`config.mk`:
```
export PLATFORM = sky130hd
export DESIGN_NAME = btch_cordic_stage
export DESIGN_NICKNAME = d
export VERILOG_FILES = /design/src/design/btch_pkg.sv /design/src/design/btch_cordic_stage.sv
export SDC_FILE = /design/constraint.sdc
export NUM_CORES = 1
export LEC_CHECK = 0
export ABC_AREA = 0
export BUFFER_PORTS_ARGS = -buffer_cell sky130_fd_sc_hd__buf_2
export CAP_MARGIN = 20
export CORE_MARGIN = 4
export CORE_UTILIZATION = 30
export CTS_BUF_LIST = sky130_fd_sc_hd__clkbuf_16
export DETAILED_ROUTE_END_ITERATION = 8
export PLACE_DENSITY = 0.51
export SYNTH_ARGS = -nofsm -noshare
export SYNTH_HDL_FRONTEND = slang
export SYNTH_SLANG_ARGS = --single-unit
export TNS_END_PERCENT = 1
```
`constraint.sdc`:
```
create_clock -name clk -period 4.95 [get_ports clk]
set_clock_uncertainty 0.1 [all_clocks]
set_input_delay 0.495 -clock clk [delete_from_list [all_inputs] [get_ports clk]]
set_output_delay 0.495 -clock clk [all_outputs]
set_load 0.03 [all_outputs]
```
`src/design/btch_pkg.sv`:
```
`timescale 1ns / 1ps
// ----------------------------------------------------------------------------
// btch_pkg: shared types and constants
// Defaults, arctangent table and pipeline control struct of the clock-hour
// bearing pipeline.
// ----------------------------------------------------------------------------
package btch_pkg;

  localparam int DEF_CORDIC_STEPS = 16;
  localparam int DEF_COORD_WIDTH  = 32;
  localparam int DEF_ANGLE_WIDTH  = 16;

  // angle accumulator width: 2^32 is one full turn
  localparam int ZW       = 32;
  localparam int ATAN_LEN = 24;
  localparam int HOURS    = 12;

  localparam logic [ZW-1:0] HALF_TURN = 32'h8000_0000;

  // atan(2^-i) in units of 2^-32 turn
  localparam logic [ZW-1:0] ATAN_TURNS [ATAN_LEN] = '{
    32'h20000000, 32'h12E4051E, 32'h09FB385B, 32'h051111D4,
    32'h028B0D43, 32'h0145D7E1, 32'h00A2F61E, 32'h00517C55,
    32'h0028BE53, 32'h00145F2F, 32'h000A2F98, 32'h000517CC,
    32'h00028BE6, 32'h000145F3, 32'h0000A2FA, 32'h0000517D,
    32'h000028BE, 32'h0000145F, 32'h00000A30, 32'h00000518,
    32'h0000028C, 32'h00000146, 32'h000000A3, 32'h00000051
  };

  // per-stage control: request present, and offset was exactly zero
  typedef struct packed {
    logic valid;
    logic origin;
  } ctl_t;

endpackage

```
`src/design/btch_cordic_stage.sv`:
```
`timescale 1ns / 1ps
// ----------------------------------------------------------------------------
// btch_cordic_stage: one CORDIC vectoring iteration
// Rotates (x, y) toward the x axis by atan(2^-STEP) and registers the result.
// ----------------------------------------------------------------------------
module btch_cordic_stage import btch_pkg::*; #(
  parameter int STEP = 0,
  parameter int XW   = DEF_COORD_WIDTH + 2,
  parameter int AW   = DEF_ANGLE_WIDTH
) (
  input  logic                 clk,
  input  logic                 rst,
  input  ctl_t                 in_ctl,
  input  logic signed [XW-1:0] x_in,
  input  logic signed [XW-1:0] y_in,
  input  logic [ZW-1:0]        z_in,
  input  logic [AW-1:0]        hd_in,
  input  logic                 down_ready,
  output logic                 up_ready,
  output ctl_t                 out_ctl,
  output logic signed [XW-1:0] x_out,
  output logic signed [XW-1:0] y_out,
  output logic [ZW-1:0]        z_out,
  output logic [AW-1:0]        hd_out
);

  logic signed [XW-1:0] xs;
  logic signed [XW-1:0] ys;
  logic signed [XW-1:0] x_next;
  logic signed [XW-1:0] y_next;
  logic [ZW-1:0]        z_next;

  assign up_ready = !out_ctl.valid || down_ready;

  always_comb begin
    xs = x_in >>> STEP;
    ys = y_in >>> STEP;
    if (!y_in[XW-1]) begin
      x_next = x_in + ys;
      y_next = y_in - xs;
      z_next = z_in + ATAN_TURNS[STEP];
    end else begin
      x_next = x_in - ys;
      y_next = y_in + xs;
      z_next = z_in - ATAN_TURNS[STEP];
    end
  end

  always_ff @(posedge clk) begin
    if (rst) begin
      out_ctl <= '0;
    end else if (up_ready) begin
      out_ctl <= in_ctl;
    end
  end

  always_ff @(posedge clk) begin
    if (up_ready && in_ctl.valid) begin
      x_out  <= x_next;
      y_out  <= y_next;
      z_out  <= z_next;
      hd_out <= hd_in;
    end
  end

endmodule

```
=== Word level (Yosys, flattened, before mapping) ===
Index checks and enable logic that the tools add are counted.
W data, S select, Z words.

* Add/sub/neg operators: 5
* Multiplexer cells: 3
* Reductions and logical operators: 3

{| class="wikitable"
|+ Operator list
! kind !! number
|-
| $mux W34 || 2
|-
| $sub A34 B34 Y34 || 2
|-
| $add A34 B34 Y34 || 1
|-
| $add A32 B30 Y32 const B || 1
|-
| $mux W32 || 1
|-
| $sub A32 B30 Y32 const B || 1
|-
| $logic_and A1 B1 Y1 || 1
|-
| $logic_not A1 Y1 || 1
|-
| $logic_or A1 B1 Y1 || 1
|}

* Register bits after elaboration: 118
* Input bits: 121
* Output and inout port bits: 119

=== Logic depth before layout (Yosys ltp) ===
Gate-level depths: netlist of the first run.

* Depth in word-level cells: 3
* Depth in mapped cells: 12
* Mapped depth without buffers: 11

=== Worst setup path before layout of the first run ===
OpenSTA, ideal clock, no wires.

* Path type: flip-flop to flip-flop
* Start: register out_ctl[1] (netlist bit)
* End: register hd_out[0] (enable)
* Library setup time: 0.487 ns
* Arrival time: 3.526 ns
* Data required time: 4.363 ns
* Path slack: 0.837 ns
* Stages on the path, launching flop included: 4
* Period minus slack after synthesis: 4.113 ns
* Path through: dfxtp_1 -> nor2b_1 -> inv_1 -> and2_1

* Cells in the longest elaborated chain, start to end: 3

{| class="wikitable"
|+ Ends and longest elaborated chain
! item !! line !! text
|-
| start, declared || btch_cordic_stage.sv:20 || <nowiki>output ctl_t out_ctl,</nowiki>
|-
| start signal, assigned || btch_cordic_stage.sv:53 || <nowiki>out_ctl <= in_ctl;</nowiki>
|-
| $logic_not A1 Y1 || btch_cordic_stage.sv:33 || <nowiki>assign up_ready = !out_ctl.valid || down_ready;</nowiki>
|-
| $logic_or A1 B1 Y1 || btch_cordic_stage.sv:33 ||
|-
| named net up_ready || btch_cordic_stage.sv:19 || <nowiki>output logic up_ready,</nowiki>
|-
| $logic_and A1 B1 Y1 || btch_cordic_stage.sv:58 || <nowiki>if (up_ready && in_ctl.valid) begin</nowiki>
|-
| end signal, assigned || btch_cordic_stage.sv:62 || <nowiki>hd_out <= hd_in;</nowiki>
|-
| end, declared || btch_cordic_stage.sv:24 || <nowiki>output logic [AW-1:0] hd_out</nowiki>
|}

The timed path passes the listed nets, and every way through them passes these cells.
A chain may end at the register's enable or synchronous reset.

=== Final worst setup path of the first run ===
* Start: input y_in[0]
* End: register y_out[20] (data pin)

* Cells in the longest elaborated chain, start to end: 2
* Elaborated cells on any way between the ends: 3
* Classes of those cells: add/sub: 2; mux: 1

{| class="wikitable"
|+ Ends and longest elaborated chain
! item !! line !! text
|-
| start, declared || btch_cordic_stage.sv:15 || <nowiki>input logic signed [XW-1:0] y_in,</nowiki>
|-
| $sub A34 B34 Y34 or $add A34 B34 Y34 (tied branches) || btch_cordic_stage.sv:40, btch_cordic_stage.sv:44 ||
|-
| $mux W34 * || btch_cordic_stage.sv:38 || <nowiki>if (!y_in[XW-1]) begin</nowiki>
|-
| named net y_next[20] || btch_cordic_stage.sv:30 || <nowiki>logic signed [XW-1:0] y_next;</nowiki>
|-
| end signal, assigned || btch_cordic_stage.sv:60 || <nowiki>y_out <= y_next;</nowiki>
|-
| end, declared || btch_cordic_stage.sv:22 || <nowiki>output logic signed [XW-1:0] y_out,</nowiki>
|}

Mark *: on every way through the listed nets, which the timed path passes. The rest lies on a longest branch.

==> results of run 1 <==
## final timing paths
check             cells past startpoint  slack (ns)       start         end
hold / removal                        2        0.15         rst  out_ctl[0]
setup reg to reg                      4        2.69  out_ctl[1]   y_out[32]
hold reg to reg                       2        0.34  out_ctl[0]  out_ctl[0]
setup / recovery                     12        1.36     y_in[0]   y_out[20]
## worst reg2reg max path, cell delays in order (launching register included)
cell	delay (ns)
dfxtp_1	0.30
nor2b_1	0.14
inv_1	0.08
and2_4	0.61
buf_4	0.64
## final cells by class
class	count	area [um2]	share of cell area, %
multi-input cells	792	5522	46.69
flip-flops and latches	117	3493	29.54
repair buffers	249	1271	10.75
well taps	402	503.0	4.254
inverters	115	431.7	3.650
clock buffers	17	425.4	3.598
clock inverters	15	178.9	1.513
## through the flow
step	power, W	cells	instance area (um2)
after detailed placement	0.002539	1675	11220
after floorplan	0.002125	1073	9641
after global placement	0.002537	1675	11220
final	0.003799	1707	11830
after CTS	0.003834	1707	11830
after global routing	0.003994	1707	11830
## cells in the mapped netlist, types with 7 or more instances
library cell	instances
a21o_1	18
a21oi_1	108
and2_1	7
buf_1	12
buf_2	7
clkbuf_1	29
edfxtp_1	115
ha_1	99
inv_1	115
mux2i_1	12
nand2_1	54
nand2b_1	11
nand3_1	15
nand4_1	14
nor2_1	84
nor2b_1	16
nor3_1	24
nor4_1	11
o211ai_1	16
o21a_1	18
o21ai_0	72
o21ai_1	7
o21bai_1	14
o31ai_1	8
or3_1	10
xnor2_1	56
xor2_1	8
## registers in the layout (all words and copies together) (netlist names)
| signal | cells |
|---|---|
| z_out | 32 |
| out_ctl | 2 |
| hd_out | 16 |
| y_out | 34 |
| x_out | 33 |
## placed cells by master, fill, tap and decap left out, types with 15 or more instances in the layout
cell type,instances
o211ai_1,16
o21ai_0,72
nor2_1,84
ha_1,99
xnor2_1,56
a21oi_1,108
nand2_1,54
nand3_1,15
inv_1,116
nor3_1,24
nor2b_1,16
o21a_1,18
edfxtp_1,115
clkbuf_16,17
a21o_1,18
buf_2,239
## power breakdown
group | internal [W] | switching (W)
logic | 0.000407 | 0.000854
clock network | 0.000794 | 0.000478
registers | 0.00124 | 0.0000285
## logic make-up after synthesis
family / count (synthesis) / synth area share, %
adders and majority gates: 103 / 13.68
xor gates and xnor gates: 64 / 5.814
buffers and inverters: 164 / 6.515
muxes: 12 / 1.246
DFF: 117 / 36.24
AOI/OAI and AO/OA: 339 / 22.38
and+or+nand+nor: 274 / 14.13
## metal layers
| metal | GRT usage, % | share of wire (%) | up-vias |
|---|---|---|---|
| met4 | 5.546 | 2.2 | 0 |
| met3 | 4.069 | 7.1 | 44 |
| li1 | - | - | 4310 |
| met2 | 28.60 | 44 | 367 |
| met5 | 0 | 0 | - |
| met1 | 25.67 | 47 | 4225 |
==> metrics.yaml, run 1 <==
status: "finished clean"
yosys.area.top_type_share_pct: 35.82
final.setup.tns_ns: 0
cts_resized: 0
start_kind: "input port"
numClockSinks: 117
fill_cells: 3299
hold_slack_ns: 0.1470
cp_slowest_cell: "o21ai_0"
p_leak_nw: 5.180
die_w_um: 187.3
synth_area_mm2: 0.009640
syn_area_per_cell_um2: 8.985
diodes: 0
cts_max_level: 4
ys_ff_latch: 117
synth_top_area_cell: "edfxtp_1"
dp_hpwl_mm: 26.70
critPathRequiredTime_ns: 4.98
path_delay_family: "compound AO/OA/AOI/OAI gates"
cap_violations: 0
routed_wl_mm: 33.63
cts_buffer_depth: 2
drt_iter0_markers: 717
ant_nets: 0
crit_chain: "buf_2, inv_1, ha_1, fa_1, nand2b_1, a21oi_1, o21ai_0, o21ai_0, a21boi_0, o211ai_1, o21ai_0, xnor2_1"
path_class: "in -> reg"
arrival_ns: 3.63
grt_use_total_pct: 18.41
finish.utilization_pct: 37.38
grt_antenna_before_repair: 0
grt_pass1_vias: 8660
setup_slack_ns: 1.356
core-area_mm2: 0.03164
dp_slack_ns: 0.9991
die_h_um: 187.3
async_flop_share_pct: 0
grt_max_degree: 85
tritoncts: "done"
place_congestion: 0.9175
syn_nets: 1297
hold_viol: 0
ys.flop_type: "edfxtp_1"
yosysWarnings: 0
cp_slowest_stage_delay_ns: 0.50
via_per_inst: 5.241
rsz0062_at_grt: "false"
dieArea_mm2: 0.03507
setup_viol: 0
firstDrtPassIters: 5
min_period_over_period_pct: 72.61
vias: 8946
ys_seq_area_share_pct: 36.24
floorplan.initialDensity_pct: 30.47
crit_top_cell: "o21ai_0"
cts.clk_slew.worst_paths_ns: 0.06
row_count: 65
drive_gt1_share_pct: 22.45
overflow: 0
clk_latency_ns: 0.41
nets: 1516
synth_cell_types: 72
netlist_instances: 1073
crit_buf_inv: 2
area_growth_pct: 22.66
hold_path_class: "in -> reg"
tightest_slew_ns: 0.9867
post-route-drc-count: 0
slew_headroom_pct: 34.22
irDropWorstVdd_v: 0.0001786
power_density_mw_per_mm2: 321.3
path_max_fanout: 3
grt_pass1_wl_mm: 51.27
ys_top_cells_by_area: "edfxtp_1 36%, ha_1 13%, a21oi_1 5.6%, xnor2_1 5.1%, inv_1 4.5%"
port_buffers: 239
numCtsBuffers: 17
postCtsHoldBufs: 0
fmaxAchievable_mhz: 278.2
slew_violations: 0
cp-end-kind: "register"
synth-edff-count: 115
ios: 240
post_drt_wl_per_cell_um: 19.70
clock-root-buffer: "clkbuf_16"
min_period_ns: 3.594
cts_setup_buffers: 0
No activity file was read; power rests on OpenSTA's default activity.
==> run 2, diff against run 1 <==
- clock period: 4.95 -> 3.73 ns (I/O delays scaled with it)
==> metrics.yaml, run 2 (same netlist as run 1, synthesis figures left out) <==
status: "finished clean"
place_congestion: 0.9222
path_class: "in -> reg"
core-area_mm2: 0.03164
cap_violations: 0
arrival_ns: 3.28
crit_chain: "buf_2, inv_1, ha_1, nand4_1, nor4_1, buf_4, o211ai_1, nand4_1, nand2_1, or4_1, a32oi_1, xor2_1"
post-route-drc-count: 0
overflow: 0
post_drt_wl_per_cell_um: 18.73
grt_pass1_vias: 8947
clock-root-buffer: "clkbuf_16"
cts_buffer_depth: 2
path_max_fanout: 10
cp-end-kind: "register"
tritoncts: "done"
dp_hpwl_mm: 26.69
rsz0062_at_grt: "false"
crit_buf_inv: 3
slew_headroom_pct: 47.18
finish.utilization_pct: 38.47
final_common_cell: "buf_2"
hold_path_class: "in -> reg"
fill_cells: 3262
clk_latency_ns: 0.41
ios: 240
largest_reg_flops: 34
row_count: 65
firstDrtPassIters: 5
hold_slack_ns: 0.02782
critPathRequiredTime_ns: 3.79
diodes: 0
setup_viol: 0
routed_wl_mm: 32.79
grt_max_degree: 71
nets: 1560
irDropWorstVdd_v: 0.0002471
final_cell_mix: "239 x buf_2, 115 x inv_1, 115 x edfxtp_1, 108 x a21oi_1, 99 x ha_1"
top_register: "y_out"
min_period_ns: 3.225
floorplan.initialDensity_pct: 30.47
dieArea_mm2: 0.03507
hold_viol: 0
path_delay_family: "simple AND/OR/NAND/NOR gates"
reg_top3: "y_out (34), x_out (33), z_out (32)"
ant_nets: 0
p_leak_nw: 5.370
cts_max_level: 4
tightest_slew_ns: 0.7923
numCtsBuffers: 17
instances_no_fill: 1751
via_per_inst: 5.167
grt_antenna_before_repair: 1
postCtsHoldBufs: 15
grt_pass1_wl_mm: 50.79
numClockSinks: 117
power_density_mw_per_mm2: 409.3
die_w_um: 187.3
drt_iter0_markers: 686
fmaxAchievable_mhz: 310.1
port_buffers: 239
final.setup.tns_ns: 0
drive_gt1_share_pct: 23.94
slew_violations: 0
cp_slowest_cell: "ha_1"
start_kind: "input port"
die_h_um: 187.3
min_period_over_period_pct: 86.45
cts_resized: 0
place_inst: 1704
cp_slowest_stage_delay_ns: 0.50
vias: 9048
cts_setup_buffers: 0
area_growth_pct: 26.24
grt_use_total_pct: 18.06
crit_top_cell: "nand4_1"
cts.clk_slew.worst_paths_ns: 0.06
## run 2: cell count changes in the layout (fill, tap and decap cells not counted)
cell / delta
inv_1: -1
bufinv_16: -2
dlygate4sd3_1: +15
buf_12: +1
clkinv_4: -2
inv_6: +4
buf_4: +28
inv_8: +1
## run 2: metal layers
metal  track usage, %  wire length, um
met1            24.90            15180
met2            28.74            14790
met3            3.695             2222
met4            5.233              601
met5                0                0
## run 2: area by class of cell
| cell class | instances | area, um2 | area share, % |
|---|---|---|---|
| clock buffers | 17 | 425.4 | 3.495 |
| well taps | 402 | 503.0 | 4.133 |
| flip-flops and latches | 117 | 3493 | 28.70 |
| clock inverters | 15 | 143.9 | 1.182 |
| inverters | 115 | 431.7 | 3.547 |
| repair buffers | 293 | 1652 | 13.57 |
| multi-input cells | 792 | 5522 | 45.37 |
## run 2: worst paths after layout
check | startpoint | to | slack [ns] | cells after the start
max reg2reg | out_ctl[1] | x_out[27] | 1.90 | 4
min | hd_in[7] | hd_out[7] | 0.03 | 1
min reg2reg | out_ctl[0] | out_ctl[0] | 0.34 | 2
max | x_in[11] | y_out[30] | 0.51 | 12
## run 2: per-stage QoR
stage	area, um2	total power [W]	setup WS [ns]
floorplan	9642	0.002816	0.8654
CTS	12170	0.005039	0.6484
detailed placement	11450	0.003395	0.1830
finish	12170	0.004982	0.5054
global route	12170	0.005245	0.4282
global placement	11450	0.003394	0.09485
## run 2: power breakdown
| group | total, W | switching [W] | internal (W) | leakage (nW) |
|---|---|---|---|---|
| clock | 0.00159 | 0.000662 | 0.000932 | 0.274 |
| combinational | 0.00171 | 0.00112 | 0.000585 | 3.97 |
| sequential | 0.00168 | 0.0000386 | 0.00164 | 1.13 |
==> run 3, diff against run 2 <==
- CORE_MARGIN: 4 -> 3
==> metrics.yaml, run 3 (same netlist as run 1, synthesis figures left out) <==
status: "finished clean"
clk_latency_ns: 0.42
slew_violations: 0
die_h_um: 185.3
p_leak_nw: 5.343
area_growth_pct: 25.44
grt_max_degree: 73
dieArea_mm2: 0.03432
largest_reg_flops: 34
grt_antenna_before_repair: 0
tightest_slew_ns: 0.8303
port_buffers: 239
p_switching_w: 0.001811
path_class: "in -> reg"
ios: 240
numClockSinks: 117
final.setup.tns_ns: 0
cp_slowest_cell: "nor4_1"
core-area_mm2: 0.03164
irDropWorstVdd_v: 0.0002146
row_count: 65
overflow: 0
path_delay_family: "simple AND/OR/NAND/NOR gates"
ant_nets: 0
setup_slack_ns: 0.4748
setup_viol: 0
cts_max_level: 4
nets: 1548
comb_power_share_pct: 33.5
clock-root-buffer: "clkbuf_16"
hold_path_class: "in -> reg"
start_kind: "input port"
firstDrtPassIters: 6
final_common_cell: "buf_2"
crit_top_cell: "nand2_1"
internal_power_w: 0.003276
reg_top3: "y_out (34), x_out (33), z_out (32)"
reg2reg_to: "x_out[32]"
hold_path_end: "hd_out[13]"
power_density_mw_per_mm2: 420.6
cp_slowest_stage_delay_ns: 0.60
post_drt_wl_per_cell_um: 19.14
top_register: "y_out"
dp_hpwl_mm: 26.98
min_period_ns: 3.255
fmaxAchievable_mhz: 307.2
hold_start: "hd_in[13]"
floorplan.initialDensity_pct: 30.47
cts_resized: 0
grt_use_total_pct: 18.78
p_seq_share_pct: 33.1
die_w_um: 185.3
cts.clk_slew.worst_paths_ns: 0.06
cap_violations: 0
final_cell_mix: "239 x buf_2, 116 x inv_1, 115 x edfxtp_1, 108 x a21oi_1, 99 x ha_1"
routed_wl_mm: 33.28
switching_share_pct: 35.60
arrival_ns: 3.31
grt_pass1_vias: 8707
drive_gt1_share_pct: 24.23
diodes: 0
hold_viol: 0
whs_path_depth: 1
crit_buf_inv: 3
via_per_inst: 5.184
clkPwrFrac_pct: 33.4
drt_iter0_markers: 638
r2r_setup_slack_ns: 1.68
cts_buffer_depth: 2
post-route-drc-count: 0
dp_slack_ns: 0.07741
worstReg2RegStart: "out_ctl[1]"
numCtsBuffers: 17
critPathRequiredTime_ns: 3.79
rsz0062_at_grt: "false"
path_max_fanout: 10
vias: 9015
place_congestion: 0.9130
grt_pass1_wl_mm: 49.92
slew_headroom_pct: 44.58
min_period_over_period_pct: 87.27
crit_chain: "buf_2, inv_1, ha_1, nand2_1, nor4_1, buf_4, o211ai_1, nand4_1, nand2_1, or4_1, a32oi_1, xor2_1"
reg2reg_depth: 4
cp-end-kind: "register"
tritoncts: "done"
-- run 3: cell types whose count changed in the layout (fill, tap and decap cells not counted), sizes merged --
| cell | before | now |
|---|---|---|
| buf | 278 | 280 |
| dlygate4sd3 | 15 | 1 |
| clkinv | 3 | 4 |
| bufinv | 1 | 3 |
| inv | 123 | 120 |
-- run 3: worst reg2reg max path, delay by kind of cell (launching register included) --
family                 cells  cell delay [ns]
buffers and inverters      2             0.52
DFF                        1             0.30
and+or+nand+nor            2             0.70
-- run 3: area by class of cell --
class,count,area (um2)
fillers,3308,19540
multi-input cells,792,5522
flip-flops and latches,117,3493
repair buffers,281,1539
well taps,402,503.0
inverters,115,431.7
clock buffers,17,425.4
clock inverters,15,178.9
-- run 3: how the worst max path moves through the flow --
stage,start,end,slack [ns],cells past startpoint
2_1_floorplan,x_in[3],y_out[21],0.87,10
3_3_place_gp,x_in[8],y_out[30],0.11,12
3_5_place_dp,x_in[8],y_out[30],0.08,12
4_1_cts,x_in[8],y_out[30],0.53,12
5_1_grt,x_in[0],y_out[32],0.37,11
6_report,x_in[8],y_out[30],0.47,12
-- run 3: timing repair --
action | CTS | global route
buffers inserted | 0 | 0
endpoints found under the setup margin | 0 | 0
hold buffers | 0 | 1
hold endpoints to repair | 0 | 1
-- run 3: per-stage QoR --
| stage | cells | instance area [um2] | util, % | hold slack [ns] | total power [W] |
|---|---|---|---|---|---|
| CTS | 1738 | 12080 | 38.19 | 0.0004215 | 0.005130 |
| finish | 1739 | 12090 | 38.22 | 0.02639 | 0.005087 |
| global placement | 1706 | 11480 | 36.28 | 0.3358 | 0.003400 |
| detailed placement | 1706 | 11480 | 36.28 | 0.3456 | 0.003409 |
| floorplan | 1073 | 9642 | - | 0.3421 | 0.002816 |
| global route | 1739 | 12090 | 38.22 | 0.005993 | 0.005342 |
-- run 3: power groups by stage --
stage	Sequential, W	Clock, W	Combinational, W
floorplan	0.00199	0	0.000831
global placement	0.00171	0	0.00169
detailed placement	0.00171	0	0.00170
CTS	0.00169	0.00174	0.00170
global route	0.00169	0.00180	0.00185
finish	0.00168	0.00170	0.00170
-- run 3: routing by layer --
layer / part of all wire, % / routed length [um] / vias up / GRT usage [%]
met5: 0 / 0 / - / 0
met4: 2.4 / 785 / 0 / 6.483
met3: 7.1 / 2375 / 50 / 3.771
met2: 45 / 14920 / 341 / 29.33
met1: 46 / 15200 / 4251 / 25.93
li1: - / - / 4373 / -
